==> src/design/cpr_pkg.sv <==
package cpr_pkg;

  localparam int PAGE_W     = 10;
  localparam int HIT_W      = 32;
  localparam int PAGES_DEF  = 1024;
  localparam int FRAMES_DEF = 256;

  // page table word layout
  localparam int PT_W       = 2;
  localparam int PT_PRESENT = 1;
  localparam int PT_REFD    = 0;

  typedef enum logic [2:0] {
    ST_CLEAR,
    ST_IDLE,
    ST_LOOKUP,
    ST_FETCH,
    ST_CHECK
  } cpr_state_e;

  // page number reduced modulo the page count, restoring compare/subtract
  function automatic logic [PAGE_W-1:0] page_mod(input logic [PAGE_W-1:0] p,
                                                 input int unsigned pages);
    logic [31:0] r;
    logic [31:0] m;
    r = 32'(p);
    for (int k = PAGE_W - 1; k >= 0; k--) begin
      m = 32'(pages) << k;
      if ((m < (32'd1 << PAGE_W)) && (r >= m)) begin
        r = r - m;
      end
    end
    return r[PAGE_W-1:0];
  endfunction

endpackage

==> src/design/cpr_ctrl.sv <==
module cpr_ctrl #(
  parameter int PAGES  = cpr_pkg::PAGES_DEF,
  parameter int FRAMES = cpr_pkg::FRAMES_DEF,
  localparam int AW = (PAGES > 1) ? $clog2(PAGES) : 1,
  localparam int FW = (FRAMES > 1) ? $clog2(FRAMES) : 1,
  localparam int CW = $clog2(FRAMES + 1)
) (
  input  logic                        clk_i,
  input  logic                        rst_ni,
  input  logic                        start_i,
  output logic                        busy_o,
  input  logic [cpr_pkg::PAGE_W-1:0]  page_i,
  input  logic [CW-1:0]               ring_n_i,
  // page table port
  output logic                        pt_we_o,
  output logic [AW-1:0]               pt_waddr_o,
  output logic [cpr_pkg::PT_W-1:0]    pt_wdata_o,
  output logic [AW-1:0]               pt_raddr_o,
  input  logic [cpr_pkg::PT_W-1:0]    pt_rdata_i,
  // frame ring port
  output logic                        fm_we_o,
  output logic [FW-1:0]               fm_waddr_o,
  output logic [AW-1:0]               fm_wdata_o,
  output logic [FW-1:0]               fm_raddr_o,
  input  logic [AW-1:0]               fm_rdata_i,
  // result word
  output logic                        done_o,
  output logic                        hit_o,
  output logic                        evicted_o,
  output logic [cpr_pkg::PAGE_W-1:0]  evicted_page_o,
  output logic [FW-1:0]               slot_o,
  output logic [cpr_pkg::HIT_W-1:0]   hit_count_o
);
  import cpr_pkg::*;

  cpr_state_e       state_q, state_d;
  logic [AW-1:0]    clr_q, clr_d;
  logic [AW-1:0]    pg_q, pg_d;
  logic [AW-1:0]    vic_q, vic_d;
  logic [FW-1:0]    hand_q, hand_d;
  logic [CW-1:0]    alloc_q, alloc_d;
  logic [HIT_W-1:0] hits_q, hits_d;

  logic              done_q, done_d;
  logic              hit_q, hit_d;
  logic              ev_q, ev_d;
  logic [PAGE_W-1:0] evp_q, evp_d;
  logic [FW-1:0]     slot_q, slot_d;

  logic              clr_last;
  logic              has_free;
  logic [FW-1:0]     hand_wrap;
  logic [FW-1:0]     hand_next;
  logic [AW-1:0]     pg_in;

  assign clr_last  = (clr_q == AW'(PAGES - 1));
  assign has_free  = (alloc_q < ring_n_i);
  assign hand_wrap = (CW'(hand_q) >= ring_n_i) ? '0 : hand_q;
  assign hand_next = ((CW'(hand_q) + CW'(1)) == ring_n_i) ? '0 : hand_q + FW'(1);
  assign pg_in     = AW'(page_mod(page_i, PAGES));

  // next state
  always_comb begin
    state_d = state_q;
    unique case (state_q)
      ST_CLEAR: begin
        if (clr_last) state_d = ST_IDLE;
      end
      ST_IDLE: begin
        if (start_i) state_d = ST_LOOKUP;
      end
      ST_LOOKUP: begin
        if (pt_rdata_i[PT_PRESENT] || has_free) begin
          state_d = ST_IDLE;
        end else begin
          state_d = ST_FETCH;
        end
      end
      ST_FETCH: begin
        state_d = ST_CHECK;
      end
      ST_CHECK: begin
        if (pt_rdata_i[PT_REFD]) begin
          state_d = ST_FETCH;
        end else begin
          state_d = ST_IDLE;
        end
      end
      default: state_d = ST_CLEAR;
    endcase
  end

  // memory ports and datapath
  always_comb begin
    pt_we_o    = 1'b0;
    pt_waddr_o = pg_q;
    pt_wdata_o = '0;
    pt_raddr_o = pg_in;
    fm_we_o    = 1'b0;
    fm_waddr_o = hand_q;
    fm_wdata_o = pg_q;
    fm_raddr_o = hand_q;

    clr_d   = clr_q;
    pg_d    = pg_q;
    vic_d   = vic_q;
    hand_d  = hand_q;
    alloc_d = alloc_q;
    hits_d  = hits_q;
    done_d  = 1'b0;
    hit_d   = hit_q;
    ev_d    = ev_q;
    evp_d   = evp_q;
    slot_d  = slot_q;

    unique case (state_q)
      ST_CLEAR: begin
        pt_we_o    = 1'b1;
        pt_waddr_o = clr_q;
        clr_d      = clr_q + AW'(1);
      end
      ST_IDLE: begin
        pg_d = pg_in;
      end
      ST_LOOKUP: begin
        pt_we_o = 1'b1;
        if (pt_rdata_i[PT_PRESENT]) begin
          pt_wdata_o = 2'b11;
          hits_d     = (hits_q == '1) ? hits_q : hits_q + HIT_W'(1);
          done_d     = 1'b1;
          hit_d      = 1'b1;
          ev_d       = 1'b0;
          evp_d      = '0;
          slot_d     = '0;
        end else begin
          // new page goes resident with its bit clear, now or after the sweep
          pt_wdata_o = 2'b10;
          if (has_free) begin
            fm_we_o    = 1'b1;
            fm_waddr_o = alloc_q[FW-1:0];
            alloc_d    = alloc_q + CW'(1);
            done_d     = 1'b1;
            hit_d      = 1'b0;
            ev_d       = 1'b0;
            evp_d      = '0;
            slot_d     = alloc_q[FW-1:0];
          end else begin
            hand_d     = hand_wrap;
            fm_raddr_o = hand_wrap;
          end
        end
      end
      ST_FETCH: begin
        pt_raddr_o = fm_rdata_i;
        vic_d      = fm_rdata_i;
      end
      ST_CHECK: begin
        pt_we_o    = 1'b1;
        pt_waddr_o = vic_q;
        hand_d     = hand_next;
        fm_raddr_o = hand_next;
        if (pt_rdata_i[PT_REFD]) begin
          pt_wdata_o = {pt_rdata_i[PT_PRESENT], 1'b0};
        end else begin
          pt_wdata_o = 2'b00;
          fm_we_o    = 1'b1;
          fm_waddr_o = hand_q;
          done_d     = 1'b1;
          hit_d      = 1'b0;
          ev_d       = 1'b1;
          evp_d      = PAGE_W'(vic_q);
          slot_d     = hand_q;
        end
      end
      default: ;
    endcase
  end

  always_ff @(posedge clk_i or negedge rst_ni) begin
    if (!rst_ni) begin
      state_q <= ST_CLEAR;
      clr_q   <= '0;
      hand_q  <= '0;
      alloc_q <= '0;
      hits_q  <= '0;
      done_q  <= 1'b0;
    end else begin
      state_q <= state_d;
      clr_q   <= clr_d;
      hand_q  <= hand_d;
      alloc_q <= alloc_d;
      hits_q  <= hits_d;
      done_q  <= done_d;
    end
  end

  always_ff @(posedge clk_i) begin
    pg_q   <= pg_d;
    vic_q  <= vic_d;
    hit_q  <= hit_d;
    ev_q   <= ev_d;
    evp_q  <= evp_d;
    slot_q <= slot_d;
  end

  assign busy_o         = (state_q != ST_IDLE);
  assign done_o         = done_q;
  assign hit_o          = hit_q;
  assign evicted_o      = ev_q;
  assign evicted_page_o = evp_q;
  assign slot_o         = slot_q;
  assign hit_count_o    = hits_q;

endmodule

==> config.mk <==
export PLATFORM = sky130hd
export DESIGN_NAME = cpr_ctrl
export DESIGN_NICKNAME = d
export VERILOG_FILES = /design/src/design/cpr_pkg.sv /design/src/design/cpr_ctrl.sv
export SDC_FILE = /design/constraint.sdc
export NUM_CORES = 1
export LEC_CHECK = 0
export ABC_AREA = 0
export ABC_CLOCK_PERIOD_IN_PS = 3690
export BUFFER_PORTS_ARGS = -buffer_cell sky130_fd_sc_hd__buf_2
export CORE_MARGIN = 8
export CORE_UTILIZATION = 54
export DETAILED_ROUTE_END_ITERATION = 8
export GPL_TIMING_DRIVEN = 0
export PLACE_DENSITY = 0.91
export SYNTH_ARGS = -nofsm -noshare
export SYNTH_HDL_FRONTEND = slang
export SYNTH_SLANG_ARGS = --single-unit
==> constraint.sdc <==
create_clock -name clk_i -period 3.69 [get_ports clk_i]
set_input_delay 0.5535 -clock clk_i [delete_from_list [all_inputs] [get_ports clk_i]]
set_output_delay 0.5535 -clock clk_i [all_outputs]
set_load 0.005 [all_outputs]
======== Word level (Yosys, flattened, before mapping) ========
Cells that the tools add are included.
word-level totals
  register bits ........................... 103
  word-level logic and storage cells ...... 81
  input port bits ......................... 34
  output and inout port bits .............. 104
cells by class
  multiplexer cells ....................... 40
  reduce and logical (&&, ||, !) cells .... 8
  bitwise operators ....................... 2
  $add $sub $neg .......................... 5
  order comparisons ....................... 2
  eq/ne operators ......................... 12
operator list
  operator               number
  $mux 8                 10
  $mux 10                4
  $pmux 10 s2            2
  $add 32x1->32 const B  1
  $eq 32x32->1 const B   1
  $pmux 8 s2             2
  $pmux 3 s5             1
  $mux 1                 11
  $add 10x1->10 const B  1
  $eq 10x10->1 const B   1
  $add 8x1->9 const B    1
  $add 9x1->9 const B    1
  $eq 9x9->1             1
  $ge 8x9->1             1
  $lt 9x9->1             1
  $reduce_and 3->1       3
  $add 8x1->8 const B    1
  $pmux 1 s2             4
  $eq 3x2->1 const B     2
  $mux 2                 3
  $mux 3                 2
  $ne 2x2->1 const B     3
  $pmux 2 s2             1
  $eq 3x1->1 const B     1
  9 further kinds        10

======== Longest topological paths before layout ========
  depth after elaboration ................. 5
  depth in mapped cells ................... 9
  gate-level depth less buffers ........... 8

======== Worst setup path before layout ========
OpenSTA, ideal clock, no wires.
  kind .................................... input to register
  from .................................... input ring_n_i[2]
  to ...................................... register ev_q, in the netlist evicted_o, enable pin
  setup time .............................. 404 ps
  setup slack ............................. 632 ps
  arrival ................................. 2654 ps
  stages .................................. 8
  data required time ...................... 3286 ps
  cell sequence ........................... inv_1 -> ha_1 -> a21oi_1 -> o21ai_0 -> a41o_1 -> nor2_1 -> o21bai_1 -> a21oi_1
on the way
  longest elaborated chain between the ends .. 3
RTL lines
  what                               RTL line         source
  start, declared                    cpr_ctrl.sv:13   input logic [CW-1:0] ring_n_i,
  $lt 9x9->1                         cpr_ctrl.sv:57   assign has_free = (alloc_q < ring_n_i);
  $ne 3x3->1 (no source line)        n/a
  $reduce_and 3->1 (no source line)  n/a
  end signal, assigned               cpr_ctrl.sv:201  ev_q <= ev_d;
  end, declared                      cpr_ctrl.sv:46   logic ev_q, ev_d;
Every way passes these cells.
A chain may end at the register's enable or synchronous reset.

======== Final worst setup path ========
  from .................................... register hand_q[0]
  to ...................................... output fm_raddr_o[5]
on the way
  longest elaborated chain between the ends .. 5
RTL lines
  what                                                 RTL line         source
  start, declared                                      cpr_ctrl.sv:40   logic [FW-1:0] hand_q, hand_d;
  start signal, assigned                               cpr_ctrl.sv:190  hand_q <= hand_d;
  branches (longest 4 deep; another with $add 8x1->9)  n/a
  $pmux 8 s2 *                                         cpr_ctrl.sv:116  unique case (state_q)
  end, declared                                        cpr_ctrl.sv:24   output logic [FW-1:0] fm_raddr_o,
Mark *: on every way between the ends.

==> results.py <==
metrics = {
    "outcome": {
        "status": "finished, final reports clean",
    },
    "critical_path": {
        "crit_top_cell": "o21ai_0",
        "critical_path_class": "flop to primary output",
        "cp.required_ns": 3.14,
        "critical_path.max_stage_delay_ns": 0.50,
        "startpoint_type": "flop",
        "path_buf_inv": 2,
        "cp-startpoint": "hand_q[0]$_DFF_PN0_",
        "reg2reg_from": "alloc_q[6]$_DFFE_PN0P_",
        "critPathCaptureType": "primary output",
        "crit_fanout": 9,
        "cp.arrival_ns": 3.00,
        "critical_path.top_delay_family": "compound AO/OA/AOI/OAI gates",
        "cp_slowest_cell": "dfrtp_1",
        "worstPathCellList": "inv_1 > ha_1 > nand2b_1 > a211oi_1 > o21ai_0 > a41oi_1 > nor4_4 > o21ai_0 > buf_2",
    },
    "placed_design": {
        "gp_congestion": 0.926,
        "post-place-ws_ns": 0.344,
        "dpl_cell_area_um2": 6450,
        "dp_hpwl_um": 11300,
        "place_inst": 807,
        "io_buffers": 137,
    },
    "cts": {
        "clk_latency_ns": 0.37,
        "cts_num_sinks": 103,
        "post_cts_buffers": 0,
        "htree_levels": 3,
        "clock_path_buffers": 2,
        "numCtsBuffers": 9,
        "clkSlewWorstSetupHoldPaths_ns": 0.09,
        "cts_root_buffer": "clkbuf_8",
        "cts_tree": "done",
    },
    "sta": {
        "finalWorstSetupSlack_ns": 0.138,
        "hold_viol": 0,
        "tightest_slew_ns": 0.804,
        "period_minus_slack_ns": 3.55,
        "setup_viol": 0,
        "grt_setup_unrepaired": "yes",
        "drv_slew": 0,
        "max_freq_mhz": 282,
        "finalCritPeriodShare": 0.963,
        "clock_skew_ns": 0.0113,
        "max-slew-margin-rel": 0.464,
    },
    "routing": {
        "wire_per_inst_um": 17.6,
        "dr_wl_met2_um": 7120,
        "route.detailed.drc": 0,
        "wl_met1_um": 6050,
        "viasPerCell": 5.68,
        "firstDrtPassIters": 5,
        "totalWireLength_um": 14500,
        "wl_met3_um": 960,
        "ant_nets": 0,
        "highest_layer": "met4",
        "via_count": 4684,
        "dr.first_iter.drc_count": 361,
    },
    "yosys": {
        "ys_seq_area_frac": 0.500,
        "postSynthAreaPerCell_um2": 10.4,
        "ys.warnings.count": 0,
        "synthCells": 532,
        "synth_seq_cells": 103,
        "synth-main-ff-cell": "dfrtp_1",
        "synth_nets": 586,
        "synth_edf_count": 40,
        "async_flop_share": 0.612,
        "synthesis.area_um2": 5550,
        "ys_types": 60,
    },
    "pwr": {
        "comb_power_share": 0.159,
        "seqPwrFrac": 0.548,
        "swShare": 0.275,
        "internal_power_w": 0.00175,
        "powerDensity_nw_per_um2": 361,
        "switching_power_w": 0.000663,
        "p_total_w": 0.00241,
        "leakage_nw": 3.10,
        "clock_power_share": 0.293,
        "ir_drop_uv": 223,
    },
    "die": {
        "initial_core_util": 0.548,
        "rows": 37,
        "die-height_um": 117,
        "die_w_um": 117,
        "ioPinCount": 138,
        "core_um2": 10100,
        "die-area_um2": 13800,
    },
    "global_route": {
        "first_global_vias": 4883,
        "gr-total-overflow": 0,
        "grt_usage": 0.211,
        "antenna_found_initial": 1,
        "grt_max_degree": 33,
        "grt_pass1_wl_um": 24100,
    },
    "flow_run": {
        "drv_cap": 0,
    },
    "finish": {
        "syn2layout_area_growth_pct": 20.2,
        "stdcell_count": 824,
        "drive_above_1_share": 0.284,
        "stdcell_area_um2": 6670,
        "num-nets-final": 736,
    },
    "min_path": {
        "hp-class": "input port to async pin",
    },
}
## logic make-up after synthesis
logic type                 after synthesis  share of synthesized area
buffers and inverters                   35                     0.0255
xor gates and xnor gates                57                     0.0899
adders and majority gates               20                     0.0451
and+or+nand+nor                        234                      0.223
DFF                                    103                      0.500
AOI/OAI and AO/OA                       59                     0.0703
muxes                                   24                     0.0462
## flip-flops by register name (all words and copies together) (netlist names)
| name | count |
|---|---|
| hand_q | 8 |
| hit_o | 1 |
| slot_o | 8 |
| clr_q | 10 |
| fm_wdata_o | 10 |
| evicted_o | 1 |
| hit_count_o | 32 |
| alloc_q | 9 |
| evicted_page_o | 10 |
| done_o | 1 |
| state_q | 3 |
| vic_q | 10 |
## worst register-to-register path: stages, from the launching register on
cell and delay, ns:
dfrtp_1 0.48, ha_1 0.34, a21oi_1 0.16, o21ai_0 0.11
a41o_1 0.24, nor2_1 0.34, o21bai_1 0.16, a21oi_2 0.36
buf_8 0.22
## layout by cell type (no fill, tap or decap), drive strengths merged, types with 2 or more instances in the layout
cell type	Yosys	routed
a211oi	2	2
nand4	21	21
clkinv	1	2
o211ai	4	4
nand4b	3	3
or3	2	2
clkbuf	11	21
a21oi	23	23
xnor2	35	35
mux2	13	13
o21ai	13	13
nor3	16	16
o2111ai	2	2
and3	21	21
nor4	5	5
o22ai	3	3
nand3	16	16
dfrtp	63	63
nor2b	2	2
and4	5	5
mux2i	11	11
inv	13	14
a2111oi	2	2
nand3b	9	9
and2	7	7
clkinvlp	0	3
buf	10	149
nor2	41	41
nand2	77	77
edfxtp	40	40
xor2	22	22
nand2b	4	4
ha	20	20
## layout make-up
cell class	instances	area [µm²]
Clock inverter	6	70.1
Antenna cell	1	2.50
Clock buffer	10	128
Sequential cell	103	2780
Fill cell	814	3470
Tap cell	136	170
Multi-Input combinational cell	394	2660
Buffer	21	88.8
Timing Repair Buffer	139	721
Inverter	14	52.6
## power groups by stage
| stage | clock network, W | logic [W] | registers (W) |
|---|---|---|---|
| after floorplan | 0 | 0.000231 | 0.00132 |
| after global placement | 0 | 0.000363 | 0.00134 |
| after detailed placement | 0 | 0.000383 | 0.00134 |
| after CTS | 0.000727 | 0.000386 | 0.00132 |
| after global routing | 0.000771 | 0.000431 | 0.00133 |
| final | 0.000705 | 0.000384 | 0.00132 |
## cells in the mapped netlist (3+ instances only)
cell	n	area, µm²
a21oi_1	23	115
and2_1	7	43.8
and3_1	21	131
and4_4	3	33.8
buf_1	3	11.3
buf_2	7	35.0
clkbuf_1	10	37.5
dfrtp_1	63	1580
edfxtp_1	40	1200
ha_1	20	250
inv_1	13	48.8
mux2_2	13	146
mux2i_1	11	110
nand2_1	76	285
nand2b_1	4	25.0
nand3_1	15	75.1
nand3b_1	8	60.1
nand4_1	21	131
nand4b_1	3	26.3
nor2_1	41	154
nor3_1	15	75.1
nor4_1	3	18.8
o211ai_1	4	30.0
o21ai_0	12	60.1
o22ai_1	3	18.8
xnor2_1	35	307
xor2_1	22	193
## stage by stage
| step | TNS [ns] | util | hold slack [ns] |
|---|---|---|---|
| 6_report | 0 | 0.658 | 0.273 |
| 5_1_grt | -0.00764 | 0.658 | 0.321 |
| 3_5_place_dp | 0 | 0.636 | 0.472 |
| 2_1_floorplan | 0 | - | 0.258 |
| 3_3_place_gp | -0.555 | 0.632 | 0.471 |
| 4_1_cts | 0 | 0.655 | 0.280 |
## repair_timing
item	4_1_cts	5_1_grt
endpoints found under the setup margin	0	9
resized for setup	0	4
hold buffers	0	0
## routing by layer
layer  global-route usage  up-vias
met1                0.257     2266
met4               0.0884        0
met3               0.0523       30
met5                    0        -
li1                     -     2198
met2                0.348      190
## final timing paths
check	end	slack (ns)	cells after the start
hold reg to reg	alloc_q[8]$_DFFE_PN0P_	0.48	1
hold / removal	hit_count_o[17]$_DFFE_PN0P_	0.27	1
max in group asynchronous	hit_count_o[6]$_DFFE_PN0P_	2.77	2
setup / recovery	fm_raddr_o[5]	0.14	9
min in group clk_i	fm_wdata_o[4]$_DFFE_PP_	0.37	1
setup reg to reg	evicted_page_o[3]$_SDFFCE_PN0P_	1.00	8
Power figures use the tool's default switching activity.
